--- src/rtl/core/dife_pkg.sv ---
package dife_pkg;

  localparam int unsigned ImageBytes = 174848;
  localparam int unsigned AddrW = 18;
  localparam int unsigned MaxDirSectors = 683;

  typedef enum logic [2:0] {
    PH_SEARCH   = 3'd0,
    PH_DATA     = 3'd1,
    PH_END      = 3'd2,
    PH_NOTFOUND = 3'd3,
    PH_BADLINK  = 3'd4
  } phase_t;

  typedef enum logic [1:0] {
    OUT_DATA     = 2'd0,
    OUT_END      = 2'd1,
    OUT_NOTFOUND = 2'd2,
    OUT_BADLINK  = 2'd3
  } outcome_t;

  typedef enum logic [1:0] {
    CFG_NAME_LO   = 2'd0,
    CFG_NAME_HI   = 2'd1,
    CFG_NAME_LEN  = 2'd2,
    CFG_SKIP_LOAD = 2'd3
  } cfg_idx_t;

  typedef enum logic [4:0] {
    ST_IDLE,
    ST_DIR_LINK_T, ST_DIR_LINK_S,
    ST_ENT_TYPE, ST_ENT_NAME, ST_ENT_FT, ST_ENT_FS,
    ST_DAT_LT, ST_DAT_LS, ST_DAT_BYTE,
    ST_RESULT
  } seq_t;

  // Memory port request from sequencer
  typedef struct packed {
    logic             rd;
    logic [AddrW-1:0] addr;
  } mem_req_t;

  function automatic logic link_valid(input logic [7:0] t, input logic [7:0] s);
    logic [4:0] n;
    begin
      if (t <= 8'd17) n = 5'd21;
      else if (t <= 8'd24) n = 5'd19;
      else if (t <= 8'd30) n = 5'd18;
      else n = 5'd17;
      link_valid = (t >= 8'd1) && (t <= 8'd35) && (s < {3'd0, n});
    end
  endfunction

  // First sector number of a track (valid tracks only)
  function automatic logic [9:0] track_first(input logic [5:0] t);
    logic [9:0] tm;
    begin
      tm = {4'd0, t} - 10'd1;
      if (t <= 6'd17) track_first = 10'(tm * 10'd21);
      else if (t <= 6'd24) track_first = 10'(10'd357 + (tm - 10'd17) * 10'd19);
      else if (t <= 6'd30) track_first = 10'(10'd490 + (tm - 10'd24) * 10'd18);
      else track_first = 10'(10'd598 + (tm - 10'd30) * 10'd17);
    end
  endfunction

endpackage

--- src/rtl/core/dife_seq.sv ---
module dife_seq (
  input  logic                       clk,
  input  logic                       rst_n,
  input  logic                       start,
  input  logic                       restart,
  input  logic [127:0]               name,
  input  logic [4:0]                 name_len,
  input  logic                       skip_load,
  input  logic [7:0]                 rd_data,
  output dife_pkg::mem_req_t         req,
  output logic                       busy,
  output logic                       done,
  output logic [7:0]                 res_byte,
  output logic [1:0]                 res_outcome
);

  dife_pkg::seq_t   st_r, st_nxt;
  dife_pkg::phase_t ph_r, ph_nxt;
  logic [5:0]  trk_r, trk_nxt;
  logic [4:0]  sec_r, sec_nxt;
  logic [7:0]  pos_r, pos_nxt;
  logic [1:0]  skip_r, skip_nxt;
  logic [2:0]  ent_r, ent_nxt;
  logic [3:0]  chr_r, chr_nxt;
  logic [9:0]  visits_r, visits_nxt;
  logic [7:0]  lt_r, lt_nxt;
  logic [7:0]  tmp_r, tmp_nxt;
  logic [17:0] base_r, base_nxt;
  logic [7:0]  byte_r, byte_nxt;
  logic [1:0]  oc_r, oc_nxt;
  logic [4:0]  nlen;
  logic [7:0]  ch, want;
  logic [7:0]  last;
  logic [17:0] ebase;

  assign nlen = (name_len > 5'd16) ? 5'd16 : name_len;
  assign ch = (rd_data == 8'hA0 || rd_data == 8'h20) ? 8'h5F : rd_data;
  assign want = name[{chr_r, 3'd0} +: 8];
  assign last = (lt_r != 8'd0) ? 8'd255 : tmp_r;
  assign ebase = base_r + 18'd2 + {10'd0, ent_r, 5'd0};

  always_ff @(posedge clk) begin
    base_r <= {dife_pkg::track_first(trk_nxt) + {5'd0, sec_nxt}, 8'd0};
    lt_r   <= lt_nxt;
    tmp_r  <= tmp_nxt;
    byte_r <= byte_nxt;
    oc_r   <= oc_nxt;
    ent_r  <= ent_nxt;
    chr_r  <= chr_nxt;
  end

  always_ff @(posedge clk) begin
    if (!rst_n) begin
      st_r <= dife_pkg::ST_IDLE;
      ph_r <= dife_pkg::PH_SEARCH;
      trk_r <= 6'd18;
      sec_r <= 5'd1;
      pos_r <= 8'd2;
      skip_r <= 2'd0;
      visits_r <= 10'd1;
    end else begin
      st_r <= st_nxt;
      ph_r <= ph_nxt;
      trk_r <= trk_nxt;
      sec_r <= sec_nxt;
      pos_r <= pos_nxt;
      skip_r <= skip_nxt;
      visits_r <= visits_nxt;
    end
  end

  always_comb begin
    st_nxt = st_r; ph_nxt = ph_r; trk_nxt = trk_r; sec_nxt = sec_r;
    pos_nxt = pos_r; skip_nxt = skip_r; ent_nxt = ent_r; chr_nxt = chr_r;
    visits_nxt = visits_r; lt_nxt = lt_r; tmp_nxt = tmp_r;
    byte_nxt = byte_r; oc_nxt = oc_r;
    unique case (st_r)
      dife_pkg::ST_IDLE: begin
        if (restart) begin
          ph_nxt = dife_pkg::PH_SEARCH;
          trk_nxt = 6'd18; sec_nxt = 5'd1; visits_nxt = 10'd1;
        end else if (start) begin
          unique case (ph_r)
            dife_pkg::PH_SEARCH: begin
              trk_nxt = 6'd18; sec_nxt = 5'd1; visits_nxt = 10'd1;
              ent_nxt = 3'd0; st_nxt = dife_pkg::ST_ENT_TYPE;
            end
            dife_pkg::PH_DATA: st_nxt = dife_pkg::ST_DAT_LT;
            default: begin
              byte_nxt = 8'd0;
              oc_nxt = (ph_r == dife_pkg::PH_END) ? dife_pkg::OUT_END :
                       (ph_r == dife_pkg::PH_NOTFOUND) ? dife_pkg::OUT_NOTFOUND :
                       dife_pkg::OUT_BADLINK;
              st_nxt = dife_pkg::ST_RESULT;
            end
          endcase
        end
      end
      dife_pkg::ST_ENT_TYPE: begin
        if ((rd_data & 8'h83) == 8'h82) begin
          chr_nxt = 4'd0;
          st_nxt = (nlen == 5'd0) ? dife_pkg::ST_ENT_FT : dife_pkg::ST_ENT_NAME;
        end else if (ent_r == 3'd7) begin
          st_nxt = dife_pkg::ST_DIR_LINK_T;
        end else begin
          ent_nxt = ent_r + 3'd1;
        end
      end
      dife_pkg::ST_ENT_NAME: begin
        if (ch != want) begin
          if (ent_r == 3'd7) st_nxt = dife_pkg::ST_DIR_LINK_T;
          else begin
            ent_nxt = ent_r + 3'd1; st_nxt = dife_pkg::ST_ENT_TYPE;
          end
        end else if ({1'b0, chr_r} + 5'd1 == nlen) begin
          st_nxt = dife_pkg::ST_ENT_FT;
        end else begin
          chr_nxt = chr_r + 4'd1;
        end
      end
      dife_pkg::ST_ENT_FT: begin
        lt_nxt = rd_data; st_nxt = dife_pkg::ST_ENT_FS;
      end
      dife_pkg::ST_ENT_FS: begin
        if (!dife_pkg::link_valid(lt_r, rd_data)) begin
          ph_nxt = dife_pkg::PH_BADLINK; oc_nxt = dife_pkg::OUT_BADLINK;
          byte_nxt = 8'd0; st_nxt = dife_pkg::ST_RESULT;
        end else begin
          trk_nxt = lt_r[5:0]; sec_nxt = rd_data[4:0]; pos_nxt = 8'd2;
          skip_nxt = skip_load ? 2'd2 : 2'd0;
          ph_nxt = dife_pkg::PH_DATA; st_nxt = dife_pkg::ST_DAT_LT;
        end
      end
      dife_pkg::ST_DIR_LINK_T: begin
        lt_nxt = rd_data; st_nxt = dife_pkg::ST_DIR_LINK_S;
      end
      dife_pkg::ST_DIR_LINK_S: begin
        byte_nxt = 8'd0;
        if (lt_r == 8'd0) begin
          ph_nxt = dife_pkg::PH_NOTFOUND; oc_nxt = dife_pkg::OUT_NOTFOUND;
          st_nxt = dife_pkg::ST_RESULT;
        end else if (!dife_pkg::link_valid(lt_r, rd_data) ||
                     visits_r >= 10'(dife_pkg::MaxDirSectors)) begin
          ph_nxt = dife_pkg::PH_BADLINK; oc_nxt = dife_pkg::OUT_BADLINK;
          st_nxt = dife_pkg::ST_RESULT;
        end else begin
          trk_nxt = lt_r[5:0]; sec_nxt = rd_data[4:0];
          visits_nxt = visits_r + 10'd1; ent_nxt = 3'd0;
          st_nxt = dife_pkg::ST_ENT_TYPE;
        end
      end
      dife_pkg::ST_DAT_LT: begin
        lt_nxt = rd_data; st_nxt = dife_pkg::ST_DAT_LS;
      end
      dife_pkg::ST_DAT_LS: begin
        tmp_nxt = rd_data;
        if (pos_r >= 8'd2 && pos_r <= ((lt_r != 8'd0) ? 8'd255 : rd_data)) begin
          st_nxt = dife_pkg::ST_DAT_BYTE;
        end else if (lt_r == 8'd0) begin
          ph_nxt = dife_pkg::PH_END; oc_nxt = dife_pkg::OUT_END;
          byte_nxt = 8'd0; st_nxt = dife_pkg::ST_RESULT;
        end else if (!dife_pkg::link_valid(lt_r, rd_data)) begin
          ph_nxt = dife_pkg::PH_BADLINK; oc_nxt = dife_pkg::OUT_BADLINK;
          byte_nxt = 8'd0; st_nxt = dife_pkg::ST_RESULT;
        end else begin
          trk_nxt = lt_r[5:0]; sec_nxt = rd_data[4:0]; pos_nxt = 8'd2;
          st_nxt = dife_pkg::ST_DAT_LT;
        end
      end
      dife_pkg::ST_DAT_BYTE: begin
        pos_nxt = pos_r + 8'd1;
        if (skip_r != 2'd0) begin
          skip_nxt = skip_r - 2'd1;
          st_nxt = (pos_r == last) ? dife_pkg::ST_DAT_LT : dife_pkg::ST_DAT_BYTE;
        end else begin
          byte_nxt = rd_data; oc_nxt = dife_pkg::OUT_DATA;
          st_nxt = dife_pkg::ST_RESULT;
        end
      end
      dife_pkg::ST_RESULT: st_nxt = dife_pkg::ST_IDLE;
      default: st_nxt = dife_pkg::ST_IDLE;
    endcase
  end

  always_comb begin
    req.rd = 1'b1;
    req.addr = base_r;
    unique case (st_nxt)
      dife_pkg::ST_ENT_TYPE: req.addr = base_r + 18'd2 + {10'd0, ent_nxt, 5'd0};
      dife_pkg::ST_ENT_NAME: req.addr = ebase + 18'd3 + {14'd0, chr_nxt};
      dife_pkg::ST_ENT_FT:   req.addr = ebase + 18'd1;
      dife_pkg::ST_ENT_FS:   req.addr = ebase + 18'd2;
      dife_pkg::ST_DIR_LINK_S, dife_pkg::ST_DAT_LS: req.addr = base_r + 18'd1;
      dife_pkg::ST_DAT_BYTE: req.addr = base_r + {10'd0, pos_nxt};
      default: req.addr = base_r;
    endcase
    if (st_nxt == dife_pkg::ST_ENT_TYPE || st_nxt == dife_pkg::ST_DIR_LINK_T ||
        st_nxt == dife_pkg::ST_DAT_LT) begin
      req.addr = (st_nxt == dife_pkg::ST_ENT_TYPE) ?
        {dife_pkg::track_first(trk_nxt) + {5'd0, sec_nxt}, 8'd0} + 18'd2 +
          {10'd0, ent_nxt, 5'd0} :
        {dife_pkg::track_first(trk_nxt) + {5'd0, sec_nxt}, 8'd0};
    end
  end

  assign busy = (st_r != dife_pkg::ST_IDLE);
  assign done = (st_r == dife_pkg::ST_RESULT);
  assign res_byte = byte_r;
  assign res_outcome = oc_r;

endmodule

--- config.mk ---
export PLATFORM = sky130hd
export DESIGN_NAME = dife_seq
export DESIGN_NICKNAME = d
export VERILOG_FILES = /design/src/rtl/core/dife_pkg.sv /design/src/rtl/core/dife_seq.sv
export SDC_FILE = /design/constraint.sdc
export NUM_CORES = 1
export LEC_CHECK = 0
export BUFFER_PORTS_ARGS = -buffer_cell sky130_fd_sc_hd__buf_2
export CORE_ASPECT_RATIO = 1.75
export CORE_UTILIZATION = 41
export CTS_CLUSTER_SIZE = 28
export DETAILED_ROUTE_END_ITERATION = 8
export PLACE_DENSITY_LB_ADDON = 0.15
export RECOVER_POWER = 25
export SLEW_MARGIN = 20
export SYNTH_ARGS = -nofsm -noshare
export SYNTH_HDL_FRONTEND = slang
export SYNTH_SLANG_ARGS = --single-unit
--- constraint.sdc ---
create_clock -name clk -period 14.15 [get_ports clk]
set_input_delay 0.7075 -clock clk [delete_from_list [all_inputs] [get_ports clk]]
set_output_delay 0.7075 -clock clk [all_outputs]
set_load 0.01 [all_outputs]
Word level (Yosys, flattened, before mapping)
Index checks and enable logic that the tools add are counted.
- register bits after elaboration: 82
- bits of input ports: 146
- output and inout port bits: 31
- logic and storage cells: 248
- add/sub/neg operators: 26
- $mul: 4
- magnitude comparators: 15
- equal/unequal tests: 44
- shift operators: 1
- mux-type cells: 115
- reduce and logical (&&, ||, !) cells: 29
- operators with widths (kind ; count):
    $shiftx A128 B8 Y8 ; 1
    $mux W8 ; 15
    $mux W5 ; 23
    $pmux W18 S6 ; 1
    $mux W10 ; 9
    $add A18 B2 Y18 const B ; 4
    $add A18 B8 Y18 ; 4
    $mux W6 ; 9
    $pmux W5 S10 ; 1
    $mux W3 ; 15
    $mux W4 ; 11
    $eq A5 B3 Y1 const B ; 8
    $pmux W8 S5 ; 1
    $add A18 B1 Y18 const B ; 2
    $mux W18 ; 2
    $mux W2 ; 16
    $eq A5 B4 Y1 const B ; 5
    $le A8 B5 Y1 const B ; 3
    $lt A8 B5 Y1 ; 3
    $pmux W3 S4 ; 2
    $pmux W6 S4 ; 1
    $pmux W8 S3 ; 1
    $sub A7 B6 Y8 const B ; 3
    $ne A2 B2 Y1 const B ; 11
    55 further kinds ; 83

Longest topological paths before layout
- depth in word-level cells: 26
- depth in mapped cells: 40
- mapped depth without buffers: 37

Worst setup path after synthesis
No wires, ideal clock.
- path kind: reg-to-output
- from: register lt_r[2]
- to: output req[17] (netlist bit)
- data arrival time: 8.137 ns
- required time: 13.443 ns
- path slack: 5.305 ns
- stages on the path, launching flop included: 39
- buffers on the path: 2
- cells stage by stage: edfxtp_1 nor3_2 nand3_2 clkbuf_1 nor2_1 ha_1 nand3_1 or3_1 a21oi_2 a21oi_4 o31a_4 mux2i_4 ha_1 clkbuf_1 xnor2_1 inv_1 ha_1 inv_1 (+3 left out) xnor2_1 ha_1 inv_1 fa_1 inv_1 fa_1 inv_1 fa_1 inv_1 ha_1 a21oi_1 o21ai_0 xnor2_1 xnor3_1 xnor2_1 o21ai_2 xnor2_1 mux2_2
- RTL lines (item ; RTL line ; RTL):
    from (decl) ; dife_seq.sv:26 ; logic [7:0] lt_r, lt_nxt;
    from (signal assigned) ; dife_seq.sv:44 ; lt_r <= lt_nxt;
    to (decl) ; dife_seq.sv:10 ; output dife_pkg::mem_req_t req,

==> qor.csv <==
stage,metric,value,unit
run_status,outcome,completed,
critical_path,Critical Path Fanout Max,19,
synthesis,mean instance size in the synthesized netlist,9.06,um^2
floorplan,number of standard-cell rows in the floorplan,72,
clock_network,TritonCTS clock tree,done,
clock_network,number of hold buffers added after cts,0,
global_routing,number of global-route vias before repair,8405,
pwr,leakage power of the design,4.50,nW
routing,iteration-0 DRC count of the detailed router,334,
sta,clock skew after layout,7.79,ps
sta,final hold vios,0,
synthesis,xor/xnor cell area share of the yosys netlist,7.69,%
clock_network,Clock transition at path regs,60,ps
synthesis,cell count after synthesis,1013,
pwr,Peak supply drop,0.0616,mV
synthesis,YS warnings,0,
cells_and_area,number of antenna repair diodes,0,
sta,worst slew margin relative to its limit,27.8,%
sta,post-layout min period,10830,ps
clock_network,TritonCTS buffer count,9,
sta,RSZ-0062 raised after global routing,no,
global_routing,global-route wire length before repair,43.2,mm
clock_network,H-Tree Depth,3,
floorplan,top-level I/O count,177,
min_path,path class of the lowest-slack min-delay path,register to register,
clock_network,Clock Sink Count,82,
sta,Final Worst Setup Slack,3320,ps
floorplan,placeable core region,22000,um^2
synthesis,cell area after technology mapping,9170,um^2
critical_path,crit path max-delay cell type,xnor2_1,
synthesis,Syn Nets,1267,
synthesis,flip-flop cell with the highest count after synthesis,dfxtp_1,
critical_path,required time of the critical path,13440,ps
synthesis,number of flip-flops and latches in the synthesized netlist,82,
global_routing,GRT Overall Usage,24.9,%
synthesis,Synth Area in Simple Gates,18.6,%
critical_path,class of the most critical setup path,register to primary output,
global_routing,pin count of the biggest net entering global routing,40,
routing,antenna-violating nets left,0,
clock_network,Clock Tree Buf Depth,2,
cells_and_area,share of post-route cells with drive strength above 1,22.9,%
floorplan,overall die width,115,um
critical_path,largest stage delay on the critical path,840,ps
synthesis,proportion of synthesized flip-flops having asynchronous set or reset,0,%
routing,uppermost signal routing layer after detailed routing,met4,
routing,wire length on met2,16.0,mm
synthesis,Post-Synth Adder-Cell Area,16.0,%
sta,max-slew violation count,0,
critical_path,worst endpoint data arrival time,10120,ps
clock_network,worst skew pair latency,360,ps
routing,length of the first detailed-routing pass in iterations,5,
routing,number of remaining DRC errors,0,
sta,endpoints failing setup,0,
routing,routed len/inst,19.0,um
synthesis,area fraction in compound gates after synthesis,18.4,%
critical_path,element type at the critical path end,primary output,
cells_and_area,non-filler instance count after layout,1470,
synthesis,proportion of synthesized area in mux cells,12.2,%
clock_network,CTS resizes,0,
routing,DR WL met3,957,um
global_routing,number of antenna violations at the first check in global routing,0,
sta,summed negative setup slack over all endpoints,0,ps
job,Max Cap Violations,0,
global_routing,total grt overflow,0,
routing,detailed-route wire length,28.0,mm
sta,final period utilization,76.5,%
synthesis,number of enable-type register cells in the synthesized netlist,26,
cells_and_area,total number of nets in the final design,1423,
placement,Place WS,3800,ps
pwr,pwr/cell area,55.3,nW/um^2
sta,maximum operating frequency,92.4,MHz
synthesis,dominant combinational cell family by area after synthesis,simple AND/OR/NAND/NOR gates,
placement,cell count after placement,1454,
placement,count of buffers from port buffering,175,
routing,per-cell via count in the routed design,5.67,
sta,measured slew at the worst slew-check pin,1080,ps
cells_and_area,area grow syn2layout,14.7,%
routing,routed length on met1,9.39,mm
placement,Final GP Congestion,0.911,
floorplan,height of the die,200,um
routing,total via count after detailed routing,8342,
cells_and_area,post-layout util,47.9,%
floorplan,initial core utilization,41.7,%
critical_path,most numerous cell on the critical path,inv_1,
synthesis,portion of the post-synthesis area used by sequential elements,20.7,%
floorplan,Die Outline Area,23000,um^2
placement,estimated wirelength of the detail-placed design,23.0,mm
critical_path,CP Launch Type,register,
synthesis,library cells used by synthesis,99,
clock_network,cell at the root of the clock tree,clkbuf_16,
clock_network,buffers inserted by post-CTS timing repair,0,
## flip-flops by register name (all words and copies together), names as in the netlist, 3 cells and up
register and count:
base_r 10, chr_r 4, ent_r 3, lt_r 8
ph_r 3, pos_r 8, res_byte 8, sec_r 5
st_r 5, tmp_r 8, trk_r 6, visits_r 10
## critical path, delay by kind of cell, from the launching register on
family	cells	cell delay, ps
multiplexers	1	270
buffers and inverters	8	780
AO/OA/AOI/OAI	10	2090
flip-flops	1	470
AND/OR/NAND/NOR	5	1620
adder cells (fa/ha/maj)	8	2520
XOR/XNOR	6	2000
## cells in the final DEF (no fill, tap or decap), drive strengths merged, types with 7 or more instances in the layout
master,netlist,routed
buf,25,165
clkbuf,13,30
o22ai,10,10
a31oi,9,9
edfxtp,26,26
a21oi,70,70
and3,12,12
nand4,8,8
nor3,20,20
a21o,13,13
a211oi,10,10
a22o,7,7
nand2b,12,12
xor2,30,30
nand3,38,38
and2,29,29
nor2b,16,16
or3,8,8
nand2,76,76
xnor2,48,48
o31ai,8,8
mux4,40,40
inv,81,81
nor2,69,69
nor3b,11,11
dfxtp,56,56
fa,16,16
o21ai,50,50
o211ai,9,9
mux2,14,14
ha,92,92
## path summary, 6_finish.rpt
path	from	end	slack, ps	depth (start not counted)
min	skip_r[1]$_SDFFE_PN0P_	skip_r[1]$_SDFFE_PN0P_	480	2
min reg2reg	skip_r[1]$_SDFFE_PN0P_	skip_r[1]$_SDFFE_PN0P_	480	2
max	lt_r[2]$_DFFE_PP_	req[17]	3320	38
max reg2reg	lt_r[2]$_DFFE_PP_	base_r[17]$_DFF_P_	4630	36
## routing by layer
| metal | GRT usage, % | vias to the layer above |
|---|---|---|
| met5 | 0 | - |
| met2 | 50.3 | 251 |
| met3 | 3.26 | 76 |
| met1 | 22.7 | 3999 |
| li1 | - | 4016 |
| met4 | 15.5 | 0 |
## final cells by class
class	instances	area [um^2]
fill	2220	11500
multi-input combinational	810	6690
sequential	82	1900
timing repair buffer	183	913
tap	296	370
inverter	83	324
clock buffer	12	279
clock inverter	4	45.0
## cell usage after synthesis (all sizes together) (6+ instances only)
library cell / instances / area share [%]
nor2b: 16 / 1.1
nor3: 20 / 1.3
and3: 12 / 0.82
o21bai: 6 / 0.49
ha: 92 / 13
clkbuf: 13 / 0.53
a211oi: 10 / 0.93
or3: 8 / 0.60
dfxtp: 56 / 12
o22ai: 10 / 0.83
mux4: 40 / 9.8
edfxtp: 26 / 8.5
nand2b: 12 / 0.82
o31ai: 8 / 0.76
a31oi: 9 / 0.61
nand3: 38 / 2.1
a22o: 7 / 0.76
inv: 81 / 3.3
fa: 16 / 3.5
a21oi: 70 / 4.1
o21ai: 50 / 2.8
nand2: 76 / 3.3
and2: 29 / 2.0
nor3b: 11 / 0.90
xor2: 30 / 2.9
o211ai: 9 / 1.0
xnor2: 48 / 4.6
buf: 25 / 2.2
mux2: 14 / 1.8
nor2: 69 / 3.0
a21o: 13 / 1.1
nand4: 8 / 0.55
## report_power, final
group          switching [mW]  total [mW]  internal (mW)  leakage (nW)
combinational          0.0399      0.0761         0.0362          3.64
clock                  0.0980       0.255          0.157         0.163
sequential            0.00431       0.250          0.246         0.698
total                   0.142       0.581          0.439          4.50
## metrics by stage
step | area, um^2 | power [mW] | hold WS, ps
2_1_floorplan | 9170 | 0.295 | 443
3_3_place_gp | 10200 | 0.331 | 456
3_5_place_dp | 10200 | 0.332 | 467
4_1_cts | 10600 | 0.589 | 476
5_1_grt | 10500 | 0.603 | 505
6_report | 10500 | 0.581 | 476
## cells by family after synthesis
logic type | after synthesis
and+or+nand+nor | 322
AOI/OAI and AO/OA | 241
buffers and inverters | 121
adders and majority gates | 108
DFF | 82
xor gates and xnor gates | 79
muxes | 58
other | 2
No activity file was read; power rests on OpenSTA's default activity.
